==> config.mk <==
export PLATFORM = sky130hd
export DESIGN_NAME = oslin_front
export DESIGN_NICKNAME = d
export VERILOG_FILES = /design/src/rtl/oslin_pkg.sv /design/src/rtl/oslin_front.sv
export SDC_FILE = /design/constraint.sdc
export NUM_CORES = 1
export LEC_CHECK = 0
export ABC_CLOCK_PERIOD_IN_PS = 4070
export BUFFER_PORTS_ARGS = -buffer_cell sky130_fd_sc_hd__buf_2
export CAP_MARGIN = 30
export CELL_PAD_IN_SITES_DETAIL_PLACEMENT = 0
export CELL_PAD_IN_SITES_GLOBAL_PLACEMENT = 1
export CORE_UTILIZATION = 35
export DETAILED_ROUTE_END_ITERATION = 10
export PLACE_DENSITY_LB_ADDON = 0.1
export SYNTH_ARGS = -nofsm -noshare
export SYNTH_HDL_FRONTEND = slang
export SYNTH_SLANG_ARGS = --single-unit
==> constraint.sdc <==
create_clock -name clk -period 4.07 [get_ports clk]
set_input_delay 0.407 -clock clk [delete_from_list [all_inputs] [get_ports clk]]
set_output_delay 0.407 -clock clk [all_outputs]
set_load 0.03 [all_outputs]
==> src/rtl/oslin_pkg.sv <==
`default_nettype none

package oslin_pkg;

	// default note count (keys of a full keyboard)
	localparam int NOTES_DEF = 88;

	// widths of the datapath
	localparam int SMP_W  = 16;
	localparam int CH_W   = 8;
	localparam int LOG_W  = 21;
	localparam int GAIN_W = 32;
	localparam int OFS_W  = 24;
	localparam int REG_W  = 16;

	// gain codes: -1.0 marks a note without calibration
	localparam logic signed [GAIN_W-1:0] GAIN_UNSET = -32'sd65536;
	localparam logic signed [GAIN_W-1:0] GAIN_MAX   = 32'sh7FFF_FFFF;

	// configuration register indexes
	localparam logic [1:0] REG_PEAK  = 2'd0;
	localparam logic [1:0] REG_MGAIN = 2'd1;
	localparam logic [1:0] REG_MOFS  = 2'd2;
	localparam logic [1:0] REG_REST  = 2'd3;

	// configuration reset values
	localparam logic [REG_W-1:0] PEAK_RST  = 16'd3277;
	localparam logic [REG_W-1:0] MGAIN_RST = 16'd256;
	localparam logic [REG_W-1:0] MOFS_RST  = 16'd0;
	localparam logic [REG_W-1:0] REST_RST  = 16'd24576;

	// per-note calibration record
	typedef struct packed {
		logic signed [SMP_W-1:0]  max_level;
		logic signed [SMP_W-1:0]  min_level;
		logic signed [GAIN_W-1:0] active_gain;
		logic signed [OFS_W-1:0]  active_offset;
		logic signed [GAIN_W-1:0] staged_gain;
		logic signed [OFS_W-1:0]  staged_offset;
		logic                     max_seen;
		logic                     min_seen;
	} rec_t;

	localparam rec_t REC_RESET = '{
		max_level:     16'sd0,
		min_level:     16'sd16384,
		active_gain:   GAIN_UNSET,
		active_offset: 24'sd0,
		staged_gain:   GAIN_UNSET,
		staged_offset: 24'sd0,
		max_seen:      1'b0,
		min_seen:      1'b0
	};

	// one queued input transaction, classified by the front
	typedef struct packed {
		logic [CH_W-1:0]         channel;
		logic signed [SMP_W-1:0] sample;
		logic                    freeze;
		logic                    dis;
		logic                    is_key;
	} item_t;

	// configuration register set
	typedef struct packed {
		logic signed [REG_W-1:0] peak_threshold;
		logic signed [REG_W-1:0] trim_gain;
		logic signed [REG_W-1:0] trim_offset;
		logic [REG_W-1:0]        rest_factor;
	} cfg_t;

endpackage

`default_nettype wire

==> src/rtl/oslin_front.sv <==
`default_nettype none

// Accepts input transactions, tags key channels, queues two deep.
module oslin_front
	import oslin_pkg::*;
#(
	parameter int NOTE_COUNT = NOTES_DEF
) (
	input  wire logic                    clk,
	input  wire logic                    arst_n,
	input  wire logic                    in_valid,
	output logic                         in_stall,
	input  wire logic [CH_W-1:0]         channel,
	input  wire logic signed [SMP_W-1:0] sample,
	input  wire logic                    freeze,
	input  wire logic                    disable_reset,
	output item_t                        head,
	output logic                         head_valid,
	input  wire logic                    pop
);

	item_t      slot_q [2];
	logic [1:0] cnt_q;
	logic       wr_ptr_q;
	logic       rd_ptr_q;
	logic       push;
	item_t      incoming;

	// classify
	always_comb begin
		incoming.channel = channel;
		incoming.sample  = sample;
		incoming.freeze  = freeze;
		incoming.dis     = disable_reset;
		incoming.is_key  = ({1'b0, channel} < 9'(NOTE_COUNT));
	end

	assign in_stall   = (cnt_q == 2'd2);
	assign push       = in_valid && !in_stall;
	assign head_valid = (cnt_q != 2'd0);
	assign head       = slot_q[rd_ptr_q];

	// queue pointers
	always_ff @(posedge clk or negedge arst_n) begin
		if (!arst_n) begin
			cnt_q    <= '0;
			wr_ptr_q <= 1'b0;
			rd_ptr_q <= 1'b0;
		end else begin
			if (push) begin
				wr_ptr_q <= !wr_ptr_q;
			end
			if (pop) begin
				rd_ptr_q <= !rd_ptr_q;
			end
			cnt_q <= cnt_q + {1'b0, push} - {1'b0, pop};
		end
	end

	// queue storage
	always_ff @(posedge clk) begin
		if (push) begin
			slot_q[wr_ptr_q] <= incoming;
		end
	end

endmodule

`default_nettype wire

==> results.toml <==
[setup_path]
cpPeakStageDelay_ns = 0.90
cp-end-kind = "output port"
path_buf_inv = 1
crit_family = "flip-flops"
crit_required_ns = 3.66
startpoint_type = "flip-flop"
path_max_fanout = 28
critPathKind = "flip-flop to output port"
cp_slowest_cell = "dfrtp_2"
path_cells = "mux2_2 > buf_2"
critPathArrivalTime_ns = 1.84

[finish]
antennaDiodeCount = 0
drive_gt1_share_pct = 57.6
area_delta_synth_final_pct = 24.0
instances_no_fill = 252
nets = 204
stdcell_area_mm2 = 0.00280

[clock_network]
cts_setup_buffers = 0
cts_sinks = 58
clock_latency_ns = 0.32
hold_buffers = 1
root_buffer = "clkbuf_8"
numCtsBuffers = 9
cts_buffer_depth = 2
path_clk_slew_ns = 0.06
cts_tree = "done"
cts.htree.levels = 3
cts_resized = 0

[placement]
place.gp.congestion = 0.653
pre_cts_ws_ns = 2.14
dp_hpwl_um = 2270
place_inst = 235
place_area_mm2 = 0.00261
io_buffers = 58

[synthesis]
synth-edff-count = 54
seq_area_frac_synth_pct = 76.4
yosys_register_bits = 58
netlist_instances = 103
synth_top_area_cell = "edfxtp_1"
synth_area_mm2 = 0.00225
yosysWarnings = 0
synth_ff_type = "edfxtp_1"
synthTopCellsByCount = "edfxtp_1, mux2_4, mux2_2"
synth_top_area_share_pct = 71.9
synth_fp_nets = 135
synth_area_per_cell_um2 = 21.9
async_reset_ff_share_pct = 6.90
synth_area_leaders = "edfxtp_1, mux2_4, dfrtp_1, mux2_2, buf_12"
synth.distinct_cells = 17
yosysMostFrequentCell = "edfxtp_1"

[drt]
drc_errors = 0
wl_um = 3520
routed-via-count = 1133
antenna_left = 0
drtIter0Drc = 56
vias_per_cell = 4.50
first_pass_iters = 4
routedWlPerCell_um = 14.0

[sta]
setup_viol = 0
fin_crit_sh_pct = 55.2
period_needed_ns = 2.25
worst_pin_slew_ns = 0.823
slew-limit-headroom_pct = 45.1
tns_ns = 0
final_hold_viol_count = 0
max_freq_ghz = 0.445
rsz0062_at_grt = "no"
fin_ws_ns = 1.82
final.setup_skew_ns = 0.00426
finalMaxSlewViolations = 0

[floorplanning]
num_rows = 28
core-area_mm2 = 0.00606
dieHeight_um = 82.3
start_util_pct = 37.2
dieWidth_um = 82.3
io_pins = 59
dieArea_mm2 = 0.00677

[global_routing]
grt-ovfl-total = 0
antenna_found_initial = 0
grt_pass1_vias = 1134
grt_max_degree = 29
grt_usage_pct = 11.6
grt_first_pass_wirelength_um = 5320

[pwr]
peakVddDrop_mv = 0.490
p_per_area_mw_per_mm2 = 778
power_uw = 2170
leakagePower_uw = 0.00113

[outcome]
status = "completed"

[flow_run]
max_cap_viol_count = 0

[min_path]
hold_path.class = "input port to flip-flop"
-- layout by cell type, fill, tap and decap left out --
cell | synthesis | final
xor2_1 | 1 | 1
dfrtp_1 | 4 | 3
buf_4 | 0 | 2
and3_1 | 1 | 1
dlygate4sd3_1 | 0 | 1
ha_1 | 2 | 2
xnor2_1 | 3 | 3
a21o_1 | 1 | 1
nand2_1 | 1 | 1
clkbuf_8 | 0 | 9
mux2_2 | 8 | 8
dfrtp_2 | 0 | 1
a21oi_1 | 1 | 1
mux2_4 | 19 | 19
clkbuf_1 | 0 | 4
nor2_2 | 0 | 1
inv_1 | 2 | 2
nand2b_1 | 1 | 1
clkinv_2 | 0 | 2
or2_2 | 1 | 1
buf_2 | 0 | 58
edfxtp_1 | 54 | 54
bufinv_16 | 0 | 1
-- path summary, 6_finish.rpt --
check,start,to,slack [ns],cells after the start
min,sample[6],slot_q[1][9]$_DFFE_PP_,0.27,1
max in group asynchronous,arst_n,rd_ptr_q$_DFFE_PN0P_,3.52,2
max reg2reg,cnt_q[1]$_DFF_PN0_,cnt_q[1]$_DFF_PN0_,2.51,7
min reg2reg,cnt_q[1]$_DFF_PN0_,cnt_q[1]$_DFF_PN0_,0.52,1
max,rd_ptr_q$_DFFE_PN0P_,head[4],1.82,2
min in group asynchronous,arst_n,wr_ptr_q$_DFFE_PN0P_,0.42,2
-- metal layers --
metal | up-vias | share of wire [%] | global-route usage [%]
met1 | 550 | 41 | 12.7
met5 | - | 0 | 0
met4 | 0 | 2.4 | 8.95
met2 | 42 | 51 | 19.2
li1 | 533 | - | -
met3 | 8 | 6.3 | 3.08
-- registers in the layout (all words and copies together), names as in the netlist --
signal / count
slot_q: 54
rd_ptr_q: 1
wr_ptr_q: 1
cnt_q: 2
-- worst reg2reg max path, cell delays in order, from the launching register on --
cell and delay [ns]:
dfrtp_1 0.40, nand2b_1 0.12, nand2_1 0.13, ha_1 0.30
inv_1 0.04, ha_1 0.17, xnor2_1 0.16, xnor2_1 0.15
-- cell type report --
class,instances,area [µm²]
clock buffer,13,139
inverter,2,7.51
timing repair buffer,61,315
fill,559,3270
multi-input combinational,40,477
sequential,58,1720
tap,75,93.8
clock inverter,3,40.0
-- power by group --
| group | switching, µW | internal (µW) | total, µW | leakage (µW) |
|---|---|---|---|---|
| Clock | 199 | 281 | 480 | 0.0000914 |
| Sequential | 108 | 820 | 928 | 0.000547 |
| Combinational | 446 | 320 | 766 | 0.000492 |
| Total | 753 | 1420 | 2170 | 0.00113 |
-- metrics by stage --
| step | util [%] | hold slack [ns] |
|---|---|---|
| detailed placement | 43.0 | 0.219 |
| CTS | 46.1 | 0.256 |
| floorplan | - | 0.111 |
| global placement | 43.0 | 0.217 |
| finish | 46.1 | 0.271 |
| global route | 46.1 | 0.254 |
-- cell families (layout without fill, tap and decap cells) --
group           Yosys count  after routing  synth area share, %
fa+ha+maj                 2              2                 1.11
xor+xnor                  4              4                 1.55
mux                      27             27                 16.6
buf+inv                   5             79                 2.61
flops                    58             58                 76.4
compound gates            2              2                0.555
simple gates              5              5                 1.17
Note: power is estimated with default switching activity, not from simulation.
